[src/hw/rtl/arqsw_pkg.sv]
`timescale 1ns / 1ps
// Shared types and constants for the sliding-window ARQ sender.
package arqsw_pkg;

  typedef enum logic [1:0] {
    CMD_START = 2'd0,
    CMD_SEND  = 2'd1,
    CMD_ACK   = 2'd2,
    CMD_TICK  = 2'd3
  } cmd_t;

  typedef enum logic [2:0] {
    ACT_NONE    = 3'd0,
    ACT_DATA    = 3'd1,
    ACT_END     = 3'd2,
    ACT_TAKEN   = 3'd3,
    ACT_IGNORED = 3'd4,
    ACT_TIMEOUT = 3'd5,
    ACT_QUIET   = 3'd6
  } action_t;

  typedef enum logic [2:0] {
    OP_NONE   = 3'd0,
    OP_CLEAR  = 3'd1,
    OP_SEND   = 3'd2,
    OP_ACK    = 3'd3,
    OP_AGE    = 3'd4,
    OP_REWIND = 3'd5,
    OP_SCAN   = 3'd6,
    OP_SWEEP  = 3'd7
  } cell_op_t;

  typedef enum logic [1:0] {
    TOK_HOLD  = 2'd0,
    TOK_CLR   = 2'd1,
    TOK_LOAD  = 2'd2,
    TOK_SHIFT = 2'd3
  } tok_op_t;

  typedef struct packed {
    cell_op_t    op;
    tok_op_t     tok;
    logic        clr_cached;
    logic [7:0]  limit;
  } cell_ctl_t;

  typedef struct packed {
    logic        ack;
    logic        cached;
    logic [7:0]  timer;
    logic        pass;
    logic        expire;
  } cell_stat_t;

  localparam logic [1:0]  REG_MODE  = 2'd0;
  localparam logic [1:0]  REG_TOTAL = 2'd1;
  localparam logic [1:0]  REG_LIMIT = 2'd2;

  localparam logic [7:0]  TIMER_MAX = 8'hFF;
  localparam logic [7:0]  LIMIT_RST = 8'd5;
  localparam logic [15:0] TOTAL_RST = 16'd1;
  localparam logic [15:0] CNT_MAX16 = 16'hFFFF;

endpackage

[src/hw/rtl/arqsw_cell.sv]
`timescale 1ns / 1ps
// One window entry: ack flag, cached flag, retransmit timer and the scan token.
module arqsw_cell import arqsw_pkg::*; (
  input  logic       clk,
  input  logic       rst_n,
  input  cell_ctl_t  ctl,
  input  logic       tgt,
  input  logic       ld,
  input  logic       in_win,
  input  logic       rd,
  input  logic       tok_in,
  output logic       tok_o,
  output cell_stat_t stat
);

  logic       ack_r, ack_nxt;
  logic       cached_r, cached_nxt;
  logic [7:0] timer_r, timer_nxt;
  logic       tok_r, tok_nxt;
  logic [8:0] t_inc;
  logic       t_exp;
  logic [7:0] t_sat;

  assign t_inc = {1'b0, timer_r} + 9'd1;
  assign t_exp = t_inc > {1'b0, ctl.limit};
  assign t_sat = t_inc[8] ? TIMER_MAX : t_inc[7:0];

  assign tok_o       = tok_r;
  assign stat.ack    = rd & ack_r;
  assign stat.cached = rd & cached_r;
  assign stat.timer  = {8{rd}} & timer_r;
  assign stat.pass   = tok_r & cached_r & ack_r;
  assign stat.expire = tok_r & ~ack_r & t_exp;

  always_comb begin
    ack_nxt    = ack_r;
    cached_nxt = cached_r;
    timer_nxt  = timer_r;
    case (ctl.op)
      OP_CLEAR: begin
        ack_nxt    = 1'b1;
        cached_nxt = 1'b0;
        timer_nxt  = '0;
      end
      OP_SEND: begin
        if (tgt) begin
          ack_nxt    = 1'b0;
          cached_nxt = 1'b1;
        end
      end
      OP_ACK: begin
        if (tgt) begin
          ack_nxt   = 1'b1;
          timer_nxt = '0;
          if (ctl.clr_cached) cached_nxt = 1'b0;
        end
      end
      OP_AGE: begin
        if (tgt) timer_nxt = t_exp ? 8'd0 : t_sat;
      end
      OP_REWIND: begin
        if (tgt) timer_nxt = '0;
        if (in_win) ack_nxt = 1'b1;
      end
      OP_SCAN: begin
        if (tok_r && cached_r && ack_r) cached_nxt = 1'b0;
      end
      OP_SWEEP: begin
        if (tok_r && !ack_r) begin
          if (t_exp) begin
            timer_nxt = '0;
            ack_nxt   = 1'b1;
          end else begin
            timer_nxt = t_sat;
          end
        end
      end
      default: begin
      end
    endcase
  end

  always_comb begin
    case (ctl.tok)
      TOK_CLR:   tok_nxt = 1'b0;
      TOK_LOAD:  tok_nxt = ld;
      TOK_SHIFT: tok_nxt = tok_in;
      default:   tok_nxt = tok_r;
    endcase
  end

  always_ff @(posedge clk) begin
    if (!rst_n) begin
      ack_r    <= 1'b1;
      cached_r <= 1'b0;
      timer_r  <= '0;
      tok_r    <= 1'b0;
    end else begin
      ack_r    <= ack_nxt;
      cached_r <= cached_nxt;
      timer_r  <= timer_nxt;
      tok_r    <= tok_nxt;
    end
  end

endmodule

[src/hw/rtl/arq_sliding_window_sender.sv]
`timescale 1ns / 1ps
// Top level: sliding-window ARQ sender with a ring of per-entry cells.
// Input channel (in_valid/in_ready) carries one command: start, try-send,
// ack or tick. Each accepted transaction produces exactly one result
// transaction on out_valid/out_ready, in order.
// The user must write configuration over the APB-style port only while the
// block is idle; the block does not enforce this. Register 0 is timeout
// mode, 1 total packets, 2 timeout limit. Start, try-send, Go-Back-N ack,
// ack of a non-base entry and Go-Back-N tick pass through an execute state
// and a done state, where the result is registered before the block idles.
// A Selective-Repeat ack at the base moves a token along the cell ring, one
// entry per cycle, in a scan state, for each extra entry the base advances.
// A Selective-Repeat tick sweeps the token over all cells in a sweep state.
// One command is in flight at a time; the output register holds a finished
// result while the next command is already being processed.
// If the receiver stalls, the block holds its next result until the output
// register frees, and stops taking commands.
// Reset empties the window (all entries acked, not cached, timers zero),
// clears counters and loads mode 0, total 1, limit 5.
module arq_sliding_window_sender import arqsw_pkg::*; #(
  parameter int SEQ_COUNT = 20,
  parameter int WINDOW    = 10
) (
  input  logic        clk,
  input  logic        rst_n,
  input  logic        in_valid,
  output logic        in_ready,
  input  logic [1:0]  in_cmd,
  input  logic        in_ack_kind,
  input  logic [7:0]  in_ack_seq,
  output logic        out_valid,
  input  logic        out_ready,
  output logic [2:0]  out_action,
  output logic [4:0]  out_send_seq,
  output logic [15:0] out_packet_index,
  output logic        out_new_packet,
  output logic [4:0]  out_base_seq,
  output logic [15:0] out_acked_total,
  input  logic        psel,
  input  logic        penable,
  input  logic        pwrite,
  input  logic [3:0]  paddr,
  input  logic [31:0] pwdata,
  output logic [31:0] prdata,
  output logic        pready
);

  localparam int SEQ_W   = (SEQ_COUNT > 2) ? $clog2(SEQ_COUNT) : 1;
  localparam int CNT_TOP = (SEQ_COUNT > WINDOW) ? SEQ_COUNT : WINDOW;
  localparam int CNT_W   = $clog2(CNT_TOP + 1);
  localparam logic [8:0]       WIN9    = 9'(WINDOW);
  localparam logic [8:0]       SEQ9    = 9'(SEQ_COUNT);
  localparam logic [SEQ_W-1:0] SEQ_END = SEQ_W'(SEQ_COUNT - 1);
  localparam logic [CNT_W-1:0] WIN_CNT = CNT_W'(WINDOW);
  localparam logic [CNT_W-1:0] SWP_END = CNT_W'(SEQ_COUNT - 1);
  localparam logic [15:0]      WIN16   = 16'(WINDOW);

  typedef enum logic [4:0] {
    S_IDLE  = 5'b00001,
    S_EXEC  = 5'b00010,
    S_SCAN  = 5'b00100,
    S_SWEEP = 5'b01000,
    S_DONE  = 5'b10000
  } state_t;

  function automatic logic [SEQ_W-1:0] offs(input logic [SEQ_W-1:0] x,
                                            input logic [SEQ_W-1:0] b);
    logic [SEQ_W:0] d;
    d = {1'b0, x} - {1'b0, b};
    if (x < b) d = d + (SEQ_W + 1)'(SEQ_COUNT);
    return d[SEQ_W-1:0];
  endfunction

  function automatic logic [SEQ_W-1:0] inc(input logic [SEQ_W-1:0] x);
    return (x == SEQ_END) ? '0 : x + 1'b1;
  endfunction

  function automatic logic [4:0] to5(input logic [SEQ_W-1:0] x);
    logic [SEQ_W+4:0] w;
    w = (SEQ_W + 5)'(x);
    return w[4:0];
  endfunction

  state_t            state_r, state_nxt;
  logic              mode_r;
  logic [15:0]       total_r;
  logic [7:0]        limit_r;
  cmd_t              cmd_r;
  logic              kind_r;
  logic [7:0]        aseq_r;
  logic [SEQ_W-1:0]  next_seq_r, next_seq_nxt;
  logic [SEQ_W-1:0]  base_r, base_nxt;
  logic [15:0]       sent_r, sent_nxt;
  logic [15:0]       acked_r, acked_nxt;
  logic [CNT_W-1:0]  step_r, step_nxt;
  action_t           act_r, act_nxt;
  logic [4:0]        sseq_r, sseq_nxt;
  logic [15:0]       pidx_r, pidx_nxt;
  logic              fresh_r, fresh_nxt;
  logic              out_valid_r;
  logic [2:0]        o_act_r;
  logic [4:0]        o_sseq_r;
  logic [15:0]       o_pidx_r;
  logic              o_fresh_r;
  logic [4:0]        o_base_r;
  logic [15:0]       o_acked_r;

  cell_ctl_t               ctl;
  logic [SEQ_W-1:0]        tgt_idx, ld_idx, rd_idx;
  logic [SEQ_COUNT-1:0]    tgt_v, ld_v, win_v, rd_v, tok_v;
  cell_stat_t [SEQ_COUNT-1:0] stat_v;
  logic                    rd_ack, rd_cached, any_pass, any_exp;
  logic [7:0]              rd_timer;

  logic                    in_fire, cfg_wr, out_load;
  logic [SEQ_W-1:0]        aseq_idx, base_inc;
  logic                    aseq_ok, next_in_win, gbn_exp;
  logic [15:0]             acked_inc, sent_inc, sent_dec;

  assign in_ready  = (state_r == S_IDLE);
  assign in_fire   = in_valid & in_ready;
  assign pready    = 1'b1;
  assign cfg_wr    = psel & penable & pwrite;
  assign out_valid = out_valid_r;
  assign out_load  = (state_r == S_DONE) && (!out_valid_r || out_ready);

  assign out_action       = o_act_r;
  assign out_send_seq     = o_sseq_r;
  assign out_packet_index = o_pidx_r;
  assign out_new_packet   = o_fresh_r;
  assign out_base_seq     = o_base_r;
  assign out_acked_total  = o_acked_r;

  assign aseq_idx    = aseq_r[SEQ_W-1:0];
  assign aseq_ok     = ({1'b0, aseq_r} < SEQ9) && (9'(offs(aseq_idx, base_r)) < WIN9);
  assign next_in_win = 9'(offs(next_seq_r, base_r)) < WIN9;
  assign gbn_exp     = ({1'b0, rd_timer} + 9'd1) > {1'b0, limit_r};
  assign base_inc    = inc(base_r);
  assign acked_inc   = (acked_r == CNT_MAX16) ? acked_r : acked_r + 16'd1;
  assign sent_inc    = (sent_r == CNT_MAX16) ? sent_r : sent_r + 16'd1;
  assign sent_dec    = (sent_r == 16'd0) ? sent_r : sent_r - 16'd1;

  for (genvar g = 0; g < SEQ_COUNT; g++) begin : g_cell
    localparam logic [SEQ_W-1:0] IDX = SEQ_W'(g);
    assign tgt_v[g] = (tgt_idx == IDX);
    assign ld_v[g]  = (ld_idx == IDX);
    assign rd_v[g]  = (rd_idx == IDX);
    assign win_v[g] = 9'(offs(IDX, base_r)) < WIN9;
    arqsw_cell u_cell (
      .clk    (clk),
      .rst_n  (rst_n),
      .ctl    (ctl),
      .tgt    (tgt_v[g]),
      .ld     (ld_v[g]),
      .in_win (win_v[g]),
      .rd     (rd_v[g]),
      .tok_in (tok_v[(g + SEQ_COUNT - 1) % SEQ_COUNT]),
      .tok_o  (tok_v[g]),
      .stat   (stat_v[g])
    );
  end

  always_comb begin
    rd_ack    = 1'b0;
    rd_cached = 1'b0;
    rd_timer  = '0;
    any_pass  = 1'b0;
    any_exp   = 1'b0;
    for (int i = 0; i < SEQ_COUNT; i++) begin
      rd_ack    = rd_ack | stat_v[i].ack;
      rd_cached = rd_cached | stat_v[i].cached;
      rd_timer  = rd_timer | stat_v[i].timer;
      any_pass  = any_pass | stat_v[i].pass;
      any_exp   = any_exp | stat_v[i].expire;
    end
  end

  always_comb begin
    state_nxt      = state_r;
    next_seq_nxt   = next_seq_r;
    base_nxt       = base_r;
    sent_nxt       = sent_r;
    acked_nxt      = acked_r;
    step_nxt       = step_r;
    act_nxt        = act_r;
    sseq_nxt       = sseq_r;
    pidx_nxt       = pidx_r;
    fresh_nxt      = fresh_r;
    ctl.op         = OP_NONE;
    ctl.tok        = TOK_HOLD;
    ctl.clr_cached = 1'b0;
    ctl.limit      = limit_r;
    tgt_idx        = base_r;
    ld_idx         = '0;
    rd_idx         = (cmd_r == CMD_TICK) ? base_r : next_seq_r;
    case (state_r)
      S_IDLE: begin
        if (in_fire) state_nxt = S_EXEC;
      end
      S_EXEC: begin
        sseq_nxt  = '0;
        pidx_nxt  = '0;
        fresh_nxt = 1'b0;
        state_nxt = S_DONE;
        case (cmd_r)
          CMD_START: begin
            act_nxt      = ACT_NONE;
            ctl.op       = OP_CLEAR;
            ctl.tok      = TOK_CLR;
            next_seq_nxt = '0;
            base_nxt     = '0;
            sent_nxt     = '0;
            acked_nxt    = '0;
          end
          CMD_SEND: begin
            act_nxt = ACT_NONE;
            tgt_idx = next_seq_r;
            if (acked_r == total_r) begin
              act_nxt = ACT_END;
            end else if (next_in_win && rd_ack && (sent_r < total_r)) begin
              act_nxt      = ACT_DATA;
              sseq_nxt     = to5(next_seq_r);
              fresh_nxt    = ~rd_cached;
              pidx_nxt     = rd_cached ? 16'd0 : sent_r;
              ctl.op       = OP_SEND;
              next_seq_nxt = inc(next_seq_r);
              sent_nxt     = sent_inc;
            end
          end
          CMD_ACK: begin
            act_nxt = ACT_IGNORED;
            if (!kind_r) begin
              tgt_idx = base_r;
              if (aseq_r == 8'(base_r)) begin
                act_nxt        = ACT_TAKEN;
                ctl.op         = OP_ACK;
                ctl.clr_cached = 1'b1;
                base_nxt       = base_inc;
                acked_nxt      = acked_inc;
              end
            end else begin
              tgt_idx = aseq_idx;
              if (aseq_ok) begin
                act_nxt = ACT_TAKEN;
                ctl.op  = OP_ACK;
                if (aseq_idx == base_r) begin
                  ctl.clr_cached = 1'b1;
                  ctl.tok        = TOK_LOAD;
                  ld_idx         = base_inc;
                  base_nxt       = base_inc;
                  acked_nxt      = acked_inc;
                  step_nxt       = CNT_W'(1);
                  state_nxt      = S_SCAN;
                end
              end
            end
          end
          CMD_TICK: begin
            act_nxt = ACT_QUIET;
            if (!mode_r) begin
              tgt_idx = base_r;
              if (gbn_exp) begin
                act_nxt      = ACT_TIMEOUT;
                ctl.op       = OP_REWIND;
                sent_nxt     = (sent_r >= WIN16) ? sent_r - WIN16 : 16'd0;
                next_seq_nxt = base_r;
              end else begin
                ctl.op = OP_AGE;
              end
            end else begin
              ctl.tok   = TOK_LOAD;
              ld_idx    = '0;
              step_nxt  = '0;
              state_nxt = S_SWEEP;
            end
          end
          default: begin
          end
        endcase
      end
      S_SCAN: begin
        if ((step_r < WIN_CNT) && any_pass) begin
          ctl.op    = OP_SCAN;
          ctl.tok   = TOK_SHIFT;
          base_nxt  = base_inc;
          acked_nxt = acked_inc;
          step_nxt  = step_r + 1'b1;
        end else begin
          state_nxt = S_DONE;
        end
      end
      S_SWEEP: begin
        ctl.op   = OP_SWEEP;
        ctl.tok  = TOK_SHIFT;
        step_nxt = step_r + 1'b1;
        if (any_exp) begin
          act_nxt      = ACT_TIMEOUT;
          next_seq_nxt = base_r;
          sent_nxt     = sent_dec;
        end
        if (step_r == SWP_END) state_nxt = S_DONE;
      end
      S_DONE: begin
        if (out_load) state_nxt = S_IDLE;
      end
      default: begin
        state_nxt = S_IDLE;
      end
    endcase
  end

  always_ff @(posedge clk) begin
    if (!rst_n) begin
      state_r     <= S_IDLE;
      next_seq_r  <= '0;
      base_r      <= '0;
      sent_r      <= '0;
      acked_r     <= '0;
      step_r      <= '0;
      out_valid_r <= 1'b0;
      mode_r      <= 1'b0;
      total_r     <= TOTAL_RST;
      limit_r     <= LIMIT_RST;
    end else begin
      state_r    <= state_nxt;
      next_seq_r <= next_seq_nxt;
      base_r     <= base_nxt;
      sent_r     <= sent_nxt;
      acked_r    <= acked_nxt;
      step_r     <= step_nxt;
      if (out_load) begin
        out_valid_r <= 1'b1;
      end else if (out_ready) begin
        out_valid_r <= 1'b0;
      end
      if (cfg_wr) begin
        case (paddr[3:2])
          REG_MODE:  mode_r  <= pwdata[0];
          REG_TOTAL: total_r <= pwdata[15:0];
          REG_LIMIT: limit_r <= pwdata[7:0];
          default: begin
          end
        endcase
      end
    end
  end

  always_ff @(posedge clk) begin
    act_r   <= act_nxt;
    sseq_r  <= sseq_nxt;
    pidx_r  <= pidx_nxt;
    fresh_r <= fresh_nxt;
    if (in_fire) begin
      cmd_r  <= cmd_t'(in_cmd);
      kind_r <= in_ack_kind;
      aseq_r <= in_ack_seq;
    end
    if (out_load) begin
      o_act_r   <= act_r;
      o_sseq_r  <= sseq_r;
      o_pidx_r  <= pidx_r;
      o_fresh_r <= fresh_r;
      o_base_r  <= to5(base_r);
      o_acked_r <= acked_r;
    end
  end

  always_comb begin
    case (paddr[3:2])
      REG_MODE:  prdata = {31'd0, mode_r};
      REG_TOTAL: prdata = {16'd0, total_r};
      REG_LIMIT: prdata = {24'd0, limit_r};
      default:   prdata = '0;
    endcase
  end

endmodule

[config.mk]
export PLATFORM = sky130hd
export DESIGN_NAME = arq_sliding_window_sender
export DESIGN_NICKNAME = d
export VERILOG_FILES = /design/src/hw/rtl/arqsw_pkg.sv /design/src/hw/rtl/arqsw_cell.sv /design/src/hw/rtl/arq_sliding_window_sender.sv
export SDC_FILE = /design/constraint.sdc
export NUM_CORES = 1
export LEC_CHECK = 0
export BUFFER_PORTS_ARGS = -buffer_cell sky130_fd_sc_hd__buf_2
export CORE_MARGIN = 1
export CORE_UTILIZATION = 26
export CTS_BUF_LIST = sky130_fd_sc_hd__clkbuf_2
export CTS_CLUSTER_DIAMETER = 40
export DETAILED_ROUTE_END_ITERATION = 10
export PLACE_DENSITY = 0.43
export REMOVE_ABC_BUFFERS = 1
export SETUP_SLACK_MARGIN = 0.1
export SLEW_MARGIN = 20
export SYNTH_ARGS = -nofsm -noshare
export SYNTH_HDL_FRONTEND = slang
export SYNTH_SLANG_ARGS = --single-unit
[constraint.sdc]
create_clock -name clk -period 16.7 [get_ports clk]
set_input_delay 3.34 -clock clk [delete_from_list [all_inputs] [get_ports clk]]
set_output_delay 3.34 -clock clk [all_outputs]
set_load 0.005 [all_outputs]
== Word level (Yosys, flattened, before mapping) ==
Index checks and enable logic that the tools add are counted.

* Bits of input ports: 54
* Register bits after elaboration: 380
* Word-level logic and storage cells: 1,380

* Reduce and logical (&&, ||, !) cells: 173
* Equal/unequal tests: 268
* Bitwise logic cells: 261
* Order comparisons: 69
* $add $sub $neg: 72
* Muxes and demuxes: 434

{| class="wikitable"
|+ Operators by type and width
! operator !! count
|-
| two-way mux 8 bit || 100
|-
| one-hot mux 8 bit (4 select lines) || 20
|-
| != test 2 x 1 -> 1 bit (second input constant) || 161
|-
| two-way mux 5 bit || 57
|-
| two-way mux 16 bit || 14
|-
| adder 8 x 1 -> 9 bit (second input constant) || 21
|-
| greater-than comparator 9 x 8 -> 1 bit || 21
|-
| bitwise AND 8 bit || 20
|-
| bitwise OR 8 bit || 19
|-
| two-way mux 1 bit || 149
|-
| AND reduction 6 bit || 21
|-
| == test 5 x 4 -> 1 bit (second input constant) || 25
|-
| bitwise AND 1 bit || 123
|-
| less-than comparator 5 x 4 -> 1 bit (second input constant) || 23
|-
| adder 5 bit (second input constant) || 22
|-
| one-hot mux 1 bit (5 select lines) || 20
|-
| AND reduction 5 bit || 20
|-
| one-hot mux 16 bit (2 select lines) || 3
|-
| one-hot mux 16 bit (3 select lines) || 2
|-
| AND reduction 4 bit || 21
|-
| == test 5 bit (second input constant) || 16
|-
| one-hot mux 1 bit (4 select lines) || 20
|-
| bitwise OR 1 bit || 76
|-
| == test 5 x 3 -> 1 bit (second input constant) || 13
|-
| other kinds (62) || 290
|}

== Depth between registers and ports, before layout ==
Gate-level depths: netlist of run 1.

* Word-level depth: 33
* Mapped depth: 30
* Mapped depth without buffers: 24

== By module ==
A second synthesis of run 1 with hierarchy kept.

* Cell total of the unflattened synthesis: 3,944
* Area total of the unflattened synthesis: 31,599.1 sq um

{| class="wikitable"
|+ Modules (own cells, without submodules)
! module !! cells each !! instances !! area an instance (sq um)
|-
| arqsw_cell at g_cell[0].u_cell ... || 125 || 14 || 1,007.2
|-
| arq_sliding_window_sender || 1,423 || 1 || 11,745.0
|-
| arqsw_cell at g_cell[10].u_cell ... || 127 || 5 || 948.4
|-
| arqsw_cell at g_cell[15].u_cell || 136 || 1 || 1,011.0
|}

== Worst setup path before layout of run 1 ==
Ideal clock, no wire load.

* Path type: input-to-output
* Start: in paddr[2]
* End: out prdata[7]
* Slack: 9.280 ns
* Data arrival time: 4.080 ns
* Buffers on the path: 2
* Stages on the path: 4
* Cell sequence: nor2b_1 -> clkbuf_1 -> clkbuf_1 -> a22o_1

* Cells in the longest elaborated chain, start to end: 2
* Elaborated cells between the ends (all ways): 4
* Those cells by class: eq/ne (2); mux (1); reduce/logical (1)

{| class="wikitable"
|+ RTL lines
! what !! RTL line !! source
|-
| from (decl) || arq_sliding_window_sender.sv:42 || <nowiki>input logic [3:0] paddr,</nowiki>
|-
| == test 2 bit (tied with other cells) || arq_sliding_window_sender.sv:369 || <nowiki>case (paddr[3:2])</nowiki>
|-
| one-hot mux 16 bit (3 select lines) (*) || arq_sliding_window_sender.sv:369 ||
|-
| to (decl) || arq_sliding_window_sender.sv:44 || <nowiki>output logic [31:0] prdata,</nowiki>
|}

Every way passes the cells marked *; elsewhere a longest branch is shown, timed or not.

== Worst setup path after layout of run 1 ==
* Start: reg cmd_r[1]
* End: reg g_cell[12].u_cell.ack_r

* Cells in the longest elaborated chain, start to end: 32
* Elaborated cells between the ends (all ways): 129
* Those cells by class: add/sub (1); order compare (1); eq/ne (33); mux (10); bitwise (78); reduce/logical (6)

{| class="wikitable"
|+ RTL lines
! what !! RTL line !! source
|-
| from (decl) || arq_sliding_window_sender.sv:88 || <nowiki>cmd_t cmd_r;</nowiki>
|-
| from (signal assigned) || arq_sliding_window_sender.sv:354 || <nowiki>cmd_r <= cmd_t'(in_cmd);</nowiki>
|-
| == test 2 bit || arq_sliding_window_sender.sv:195, arq_sliding_window_sender.sv:205 ||
|-
| two-way mux 5 bit || arq_sliding_window_sender.sv:195 || <nowiki>rd_idx = (cmd_r == CMD_TICK) ? base_r : next_seq_r;</nowiki>
|-
| == test 5 x 1 -> 1 bit / logical NOT 5 bit (equally long branches) || arq_sliding_window_sender.sv:147 || <nowiki>assign rd_v[g] = (rd_idx == IDX);</nowiki>
|-
| bitwise AND 8 bit / bitwise AND 1 bit (equally long branches) || arqsw_cell.sv:31, arqsw_cell.sv:29 ||
|-
| bitwise OR 8 bit / bitwise OR 1 bit (equally long branches) (19 in series) || arq_sliding_window_sender.sv:172, arq_sliding_window_sender.sv:170 ||
|-
| adder 8 x 1 -> 9 bit / logical AND 1 bit (equally long branches) || arq_sliding_window_sender.sv:137, arq_sliding_window_sender.sv:220 ||
|-
| greater-than comparator 9 x 8 -> 1 bit / logical AND 1 bit (equally long branches) || arq_sliding_window_sender.sv:137, arq_sliding_window_sender.sv:220 ||
|-
| two-way mux 1 bit / two-way mux 2 bit (equally long branches) || arq_sliding_window_sender.sv:262, arq_sliding_window_sender.sv:220 ||
|-
| two-way mux 3 bit / two-way mux 2 bit (equally long branches) || arq_sliding_window_sender.sv:260, arq_sliding_window_sender.sv:218 ||
|-
| one-hot mux 3 bit (4 select lines) || arq_sliding_window_sender.sv:205 || <nowiki>case (cmd_r)</nowiki>
|-
| one-hot mux 5 bit (3 select lines) || arq_sliding_window_sender.sv:196 || <nowiki>case (state_r)</nowiki>
|-
| == test 3 x 1 -> 1 bit (tied with other cells) || arqsw_cell.sv:39 || <nowiki>case (ctl.op)</nowiki>
|-
| nonzero test 5 bit (no line) / != test 2 x 1 -> 1 bit (equally long branches) || n/a ||
|-
| AND reduction 6 bit (no line) || n/a ||
|-
| to (signal assigned) || arqsw_cell.sv:99 || <nowiki>ack_r <= ack_nxt;</nowiki>
|-
| to (decl) || arqsw_cell.sv:16 || <nowiki>logic ack_r, ack_nxt;</nowiki>
|}

Several ways; a longest one is shown, not always the timed one.
A chain may end at the register's enable or synchronous reset.

==> summary.txt, run 1 <==
Outcome
  – Outcome: complete, no violations

Logic synthesis
  – Post-synthesis mux area share: 0.0207
  – Cell count after synthesis: 3566
  – Synth Area in Adders: 0.112
  – Syn Area/Cell: roughly 8.3 µm²
  – XOR/XNOR Fraction of Synth Area: 0.0532
  – Sequential element share of the synthesized area: 0.286
  – Synth Cell Area: 29500 µm²
  – Cell variety after synth: ~120
  – Simple-gate area share of the yosys netlist: 0.235
  – Post-synth EDFFs: between 80 and 90
  – Fraction of registers with async set/reset: 0
  – Synth Register Bits: 380
  – Largest family of logic cells by synthesized area: compound AO/OA/AOI/OAI gates
  – YS warnings: 0
  – Most common flop cell mapped by yosys: dfxtp_1
  – Compound-Gate Fraction of Synth Area: 0.249

CTS
  – CTS root buf: clkbuf_2
  – Clock buffer depth: 3
  – Worst-skew pair later-pin latency: ~1.4 ns
  – CTS tree: yes
  – Hold Buf Count CTS: 0
  – CTS clk-pin slew, worst paths: ~0.10 ns
  – TritonCTS buffer count: roughly 120
  – CTS sink cnt: 380
  – H-Tree Depth: 3
  – Post-CTS sizing: 0
  – Post-CTS setup repair buffer count: 0

Min path
  – Hold EP: out_packet_index[7]
  – Hold_sp: pidx_r[7]
  – Hold Crit Class: register to register
  – Hold depth: 0

Timing
  – Sum of negative setup slack: 0 ns
  – Period utilisation layout: 0.498
  – Clk_skew: 0.176 ns
  – Unrepaired setup endpoints after global routing: no
  – Final max-slew violation count: 0
  – Actual slew at the worst max-slew pin: ~1.3 ns
  – Hold Vio Cnt, Final: 0
  – Slew margin rel.: 0.132
  – Fmax: approximately 120 MHz
  – Min cycle time layout: between 8 and 9 ns
  – Post-route setup slack: ~8.4 ns
  – Endpoints failing setup: 0

Floorplanning
  – Core ar.: approximately 110000 µm²
  – DIE WIDTH: approximately 340 µm
  – Cell row count: about 120
  – Die H: about 340 µm
  – Initial Util: 0.262
  – # IOs: ~140
  – Die area: 115000 µm²

Layout
  – Seq. cell area: ~8400 µm²
  – # fillers: between 10000 and 15000
  – Commonest non-fill, non-tap cell in the layout: nand2_1
  – Area of the multi-input gates: 19900 µm²
  – Layout cells sized above 1: 0.137
  – Layout area overhead: 11.0%
  – Layout net count: 4012
  – Non-filler cells, final: approximately 5300
  – Commonest cells after routing, fill and taps aside: nand2_1 (371), dfxtp_1 (297), ha_1 (260), o21ai_0 (246), nor2_1 (240)

Power
  – Peak VDD IR: 0.0000412 V
  – Pwr dens: between 50 and 60 nW/µm²
  – Leak: between 0.01 and 0.015 µW

Worst setup path
  – Critical path class: register to register
  – FF-to-FF Start: cmd_r[1]
  – Startpoint types: register
  – FF-to-FF setup slack: 8.38 ns
  – Critical-path cell with the highest stage delay: nand3_1
  – End of the worst register-to-register path: g_cell[12].u_cell.ack_r
  – Max stage delay on crit path: 0.90 ns
  – Crit path capture type: register
  – Most used cell, CP: buf_4
  – Critical path fanouts, max: 42
  – Worst setup path startpoint: cmd_r[1]
  – R2R depth: 24
  – Critical Path RT: about 18 ns
  – Critical-path cell list: ha_2 -> buf_4 -> and3b_1 -> or2_1 -> buf_4 -> a222oi_1 -> o22ai_1 -> a211oi_1 -> nand3_1 -> ha_1 -> inv_1 -> a31oi_2 -> nor2_1 -> ha_1 -> o21a_1 -> o21a_1 -> o211ai_1 -> a21boi_0 -> o31ai_1 -> o2111a_1 -> or2_4 -> buf_4 -> nand3_1 -> o31a_1
  – CP arrival: about 9.6 ns

Global route
  – First-pass GRT wire length: 185000 µm
  – Total grt overflow: 0
  – Initial antenna violation count: 4
  – Number of global-route vias before repair: 27300
  – Largest net degree at the start of global routing: between 50 and 60
  – Total GRT Usage: 0.214

Placed design
  – DP HPWL: about 94000 µm
  – Dpl cells: about 5000
  – RD Place Congestion: approximately 0.99
  – Placement Setup Slack: just under 9 ns
  – PortBufs: 99

Detailed routing
  – Vias per cell: 5.49
  – DR pass1 iterations: 7
  – Antenna Nets Post-Route: 0
  – # DRC: 0
  – Initial DRC count: between 2000 and 3000
  – Routed WL per cell: 24.0 µm
  – Via count: slightly below 30000
  – WL final: around 130000 µm

Run
  – Max-cap violations: 0
==> layout make-up <==
cell class / count / area share
antenna: 2 / 0.000153
clock buffer: 173 / 0.0265
clock inverter: 46 / 0.00742
inverter: 102 / 0.0118
multi-input combinational: 2925 / 0.608
sequential: 380 / 0.258
tap: 1500 / 0.0574
timing repair buffer: 168 / 0.0310
==> sequential cells by signal (all words and copies together), names as in the netlist, 2 cells and up <==
| signal | count |
|---|---|
| g_cell.u_cell.ack_r | 20 |
| aseq_r | 8 |
| next_seq_r | 5 |
| out_packet_index | 16 |
| g_cell.u_cell.tok_o | 20 |
| total_r | 16 |
| limit_r | 8 |
| sent_r | 16 |
| out_send_seq | 5 |
| act_r | 3 |
| g_cell.u_cell.cached_r | 20 |
| out_action | 3 |
| out_acked_total | 16 |
| step_r | 5 |
| pidx_r | 16 |
| base_r | 5 |
| g_cell.u_cell.timer_r | 160 |
| acked_r | 16 |
| state_r | 5 |
| sseq_r | 5 |
| out_base_seq | 5 |
| cmd_r | 2 |
==> metrics by stage <==
stage          power (µW)   util  instance area [µm²]  hold WS (ns)
3_5_place_dp         1100  0.281                31600         0.405
6_report             1860  0.291                32700         0.429
2_1_floorplan        1040      -                28600         0.400
5_1_grt              1950  0.291                32700         0.430
3_3_place_gp         1100  0.281                31600         0.403
4_1_cts              1900  0.291                32700         0.431
==> cells in the mapped netlist, types with 12 or more instances <==
cell type | instances | area share
nand2_1 | 371 | 0.047
dfxtp_1 | 298 | 0.20
ha_1 | 261 | 0.11
o21ai_0 | 248 | 0.042
nor2_1 | 241 | 0.031
a21oi_1 | 211 | 0.036
nand3_1 | 162 | 0.028
xnor2_1 | 104 | 0.031
inv_1 | 97 | 0.012
clkbuf_1 | 84 | 0.011
edfxtp_1 | 82 | 0.084
nand2b_1 | 80 | 0.017
xor2_1 | 75 | 0.022
nand4_1 | 72 | 0.015
and3_1 | 71 | 0.015
nor3_1 | 68 | 0.012
nor2b_1 | 66 | 0.014
a22o_1 | 54 | 0.016
o21a_1 | 53 | 0.014
a22oi_1 | 52 | 0.013
a21o_1 | 51 | 0.013
mux2i_1 | 43 | 0.015
buf_2 | 37 | 0.0063
o211ai_1 | 35 | 0.0089
and2_1 | 34 | 0.0072
o21ai_1 | 33 | 0.0056
or2_2 | 33 | 0.0070
a31oi_1 | 26 | 0.0055
a211oi_1 | 24 | 0.0061
buf_4 | 24 | 0.0061
o22ai_1 | 23 | 0.0049
nor4_1 | 22 | 0.0047
a221oi_1 | 21 | 0.0062
a32o_1 | 21 | 0.0071
a222oi_1 | 16 | 0.0054
buf_1 | 16 | 0.0020
or3_1 | 16 | 0.0034
a211o_1 | 15 | 0.0045
o31ai_1 | 15 | 0.0038
a21boi_0 | 14 | 0.0036
a221o_1 | 13 | 0.0044
a32oi_1 | 13 | 0.0039
nor3_4 | 12 | 0.0066
nor3b_1 | 12 | 0.0031
==> cell families (layout without fill, tap and decap cells) <==
logic type / after synthesis / after routing
simple gates: 1337 / 1337
compound gates: 1073 / 1073
flops: 380 / 380
mux: 56 / 56
other cells: 2 / 19
buf+inv: 276 / 489
xor+xnor: 179 / 179
fa+ha+maj: 263 / 263
==> critical path: cells and delay by family, from the launching register on <==
family / cells / cell delay (ns)
flip-flops: 1 / 0.41
AO/OA/AOI/OAI: 11 / 2.69
adder cells (fa/ha/maj): 3 / 0.93
AND/OR/NAND/NOR: 6 / 2.68
buffers and inverters: 4 / 1.42
==> power by group <==
group,switching [µW],total (µW),internal (µW),leakage (µW)
Combinational,96.1,138,41.4,0.00901
Sequential,4.97,945,940,0.00320
Clock,474,777,303,0.000848
==> how the worst max path moves through the flow <==
stage                                   end
floorplan                         prdata[1]
global placement    g_cell[12].u_cell.ack_r
detailed placement                prdata[6]
CTS                 g_cell[12].u_cell.ack_r
global route        g_cell[12].u_cell.ack_r
finish              g_cell[12].u_cell.ack_r
==> metal layers <==
layer / track usage / vias to the layer above / part of all wire
met1: 0.292 / 14000 / 0.45
met5: 0 / - / 0.00010
met4: 0.0967 / 2 / 0.047
met2: 0.323 / 1116 / 0.42
met3: 0.0440 / 291 / 0.075
li1: - / 13600 / -
(Power assumes the default switching activity.)
==> run 2, diff against run 1 <==
Settings changed: ABC_AREA set to 1.
Clock period 16.7 ns to 8.03 ns, I/O delays scaled along.
==> run 2 against run 1 <==
Compared with the run above: first-iteration DRC count is 12% lower; fmax rose by 23%; core utilization about the same; synthesized cell count up 38%; die area rose by 7.1%; via count up 10%; worst hold slack got worse by 0.16 ns; combinational power grew to 14 times the previous value; area after synthesis up 7.1%; sequential power up 130%; non-clock buffer count decreased by 13; critical path type unchanged; largest power group unchanged.
==> summary.txt, run 2 <==
Timing
  – Sum of negative setup slack: 0 ns
  – Fmax: between 100 and 150 MHz
  – Final max-slew violation count: 0
  – Clk_skew: 0.211 ns
  – Actual slew at the worst max-slew pin: 1.12 ns
  – Unrepaired setup endpoints after global routing: no
  – Min cycle time layout: approximately 6.7 ns
  – Post-route setup slack: 1.28 ns
  – Endpoints failing setup: 0
  – Hold Vio Cnt, Final: 0
  – Period utilisation layout: 0.840
  – Slew margin rel.: 0.250

Power
  – Clock power share: 0.294
  – Logic pwr share: 0.331
  – Leak: between 0.015 and 0.02 µW
  – Int Pwr: 3320 µW
  – P_sw: 2470 µW
  – Total Power: ~5800 µW
  – Pwr dens: around 170 nW/µm²
  – Switching Share: 0.426
  – Sequential share of power: 0.375
  – Peak VDD IR: 0.0000877 V

Worst setup path
  – FF-to-FF Start: cmd_r[0]
  – Crit path capture type: register
  – Critical path fanouts, max: 17
  – Critical-path cell with the highest stage delay: nand2_1
  – FF-to-FF setup slack: roughly 1.3 ns
  – Max stage delay on crit path: a little under 0.6 ns
  – Critical Path RT: between 9 and 10 ns
  – Startpoint types: register
  – R2R depth: 32
  – Most used cell, CP: nand2_1
  – Critical path class: register to register
  – CP arrival: between 8 and 9 ns
  – End of the worst register-to-register path: g_cell[12].u_cell.timer_r[6]

Global route
  – Largest net degree at the start of global routing: 136
  – Initial antenna violation count: 3
  – Total grt overflow: 0
  – Total GRT Usage: 0.198
  – Number of global-route vias before repair: a little over 30000
  – First-pass GRT wire length: ~190000 µm

CTS
  – CTS clk-pin slew, worst paths: between 0.1 and 0.15 ns
  – Post-CTS setup repair buffer count: 0
  – CTS root buf: clkbuf_2
  – CTS sink cnt: 380
  – H-Tree Depth: 3
  – Post-CTS sizing: 0
  – TritonCTS buffer count: about 120
  – Clock buffer depth: 3
  – Worst-skew pair later-pin latency: 1.51 ns
  – CTS tree: yes
  – Hold Buf Count CTS: 0

Detailed routing
  – Routed WL per cell: around 18 µm
  – Via count: ~32000
  – Vias per cell: between 4 and 5
  – Antenna Nets Post-Route: 0
  – # DRC: 0
  – DR pass1 iterations: 5
  – WL final: 122000 µm
  – Initial DRC count: 2253

Placed design
  – PortBufs: a little under 100
  – DP HPWL: around 90000 µm
  – Placement Setup Slack: between 1 and 1.5 ns
  – RD Place Congestion: approximately 0.94

Floorplanning
  – # IOs: 135
  – Cell row count: between 100 and 150
  – Core ar.: roughly 120000 µm²
  – Initial Util: 0.263
  – DIE WIDTH: between 300 and 400 µm
  – Die area: about 120000 µm²
  – Die H: 350 µm

Logic synthesis
  – Sequential element share of the synthesized area: 0.267
  – Synth Cell Area: 31600 µm²
  – Synth area leaders: dfxtp_1 (19%), nand2_1 (14%), ha_1 (10%), nor2_1 (10%), edfxtp_1 (7.8%)
  – Synth area leader: dfxtp_1
  – Fraction of registers with async set/reset: 0
  – Top cell type's share of synthesized area: 0.189
  – Post-synth EDFFs: 82
  – Top cells by count, synth: nand2_1 (1202), nor2_1 (869), inv_1 (653), nand3_1 (363), dfxtp_1 (298)
  – Most common cell in the synthesized netlist: nand2_1
  – Cell variety after synth: 77
  – Cell count after synthesis: 4927
  – Syn Area/Cell: about 6.4 µm²
  – Synth Register Bits: 380
  – Most common flop cell mapped by yosys: dfxtp_1
  – YS warnings: 0

Min path
  – Hold EP: out_new_packet
  – Hold depth: 0
  – Hold Crit Class: register to register
  – Hold_sp: fresh_r

Layout
  – Max reg flops: between 150 and 200
  – Reg with most FFs: g_cell.u_cell.timer_r
  – Commonest cells after routing, fill and taps aside: nand2_1 (1202), nor2_1 (866), inv_1 (649), nand3_1 (363), dfxtp_1 (297)
  – Layout area overhead: 10.6%
  – Layout net count: roughly 5400
  – Layout cells sized above 1: 0.0897
  – Post-layout utilization of the core: 0.291
  – Commonest non-fill, non-tap cell in the layout: nand2_1

Run
  – Max-cap violations: 0

Outcome
  – Outcome: complete, no violations
run 2: cell count changes after synthesis, sizes merged, moves of 94 or more:
cell and change:
xnor2 -94, o21ai -152, nor2 +650, inv +567, nand2 +857, nand3 +220
run 2: final cells by class:
| class | instances | area (µm²) |
|---|---|---|
| Multi-Input combinational cell | 3730 | 19800 |
| Fill cell | 13600 | 85200 |
| Inverter | 674 | 2540 |
| Timing Repair Buffer | 155 | 1000 |
| Sequential cell | 380 | 8430 |
| Antenna cell | 4 | 10.0 |
| Clock inverter | 47 | 269 |
| Tap cell | 1612 | 2020 |
| Clock buffer | 175 | 876 |
run 2: stage by stage:
stage / area, µm² / hold WS (ns) / std cells
final: 34900 / 0.274 / 6777
after global routing: 34900 / 0.266 / 6777
after CTS: 34900 / 0.186 / 6773
after detailed placement: 33800 / 0.405 / 6551
after global placement: 33800 / 0.403 / 6551
after floorplan: 30700 / 0.400 / 4784
run 2: how the worst max path moves through the flow:
stage,start,to,slack (ns)
finish,cmd_r[0],g_cell[12].u_cell.timer_r[6],1.28
global placement,cmd_r[0],g_cell[12].u_cell.timer_r[6],1.31
global route,cmd_r[0],g_cell[4].u_cell.timer_r[4],0.82
detailed placement,cmd_r[0],g_cell[12].u_cell.timer_r[6],1.25
CTS,cmd_r[0],g_cell[4].u_cell.timer_r[7],1.31
floorplan,cmd_r[0],g_cell[19].u_cell.timer_r[0],1.82
run 2: cells by family after synthesis:
| logic type | synth area share |
|---|---|
| and+or+nand+nor | 0.373 |
| buffers and inverters | 0.109 |
| AOI/OAI and AO/OA | 0.0983 |
| DFF | 0.267 |
| adders and majority gates | 0.105 |
| xor gates and xnor gates | 0.0475 |
| other | 0.000238 |
| muxes | 0.000357 |
run 2: worst max-delay path: cells and delay by family (launching register included):
| family | cells | cell delay [ns] |
|---|---|---|
| AOI/OAI and AO/OA | 6 | 1.35 |
| xor gates and xnor gates | 1 | 0.08 |
| adders and majority gates | 3 | 0.83 |
| buffers and inverters | 3 | 0.68 |
| DFF | 1 | 0.44 |
| and+or+nand+nor | 19 | 3.31 |
run 2: power by group through the flow:
stage	logic [µW]	registers, µW	clock network (µW)
3_5_place_dp	1920	2210	0
3_3_place_gp	1910	2210	0
5_1_grt	2160	2190	1870
6_report	1910	2170	1700
4_1_cts	1930	2170	1780
2_1_floorplan	1280	2180	0
run 2: per-layer routing:
metal | part of all wire | routed length, µm | GRT usage
met1 | 0.46 | 56700 | 0.262
met2 | 0.46 | 56300 | 0.329
met3 | 0.051 | 6230 | 0.0300
met4 | 0.026 | 3240 | 0.0627
met5 | 0.000098 | 12 | 0
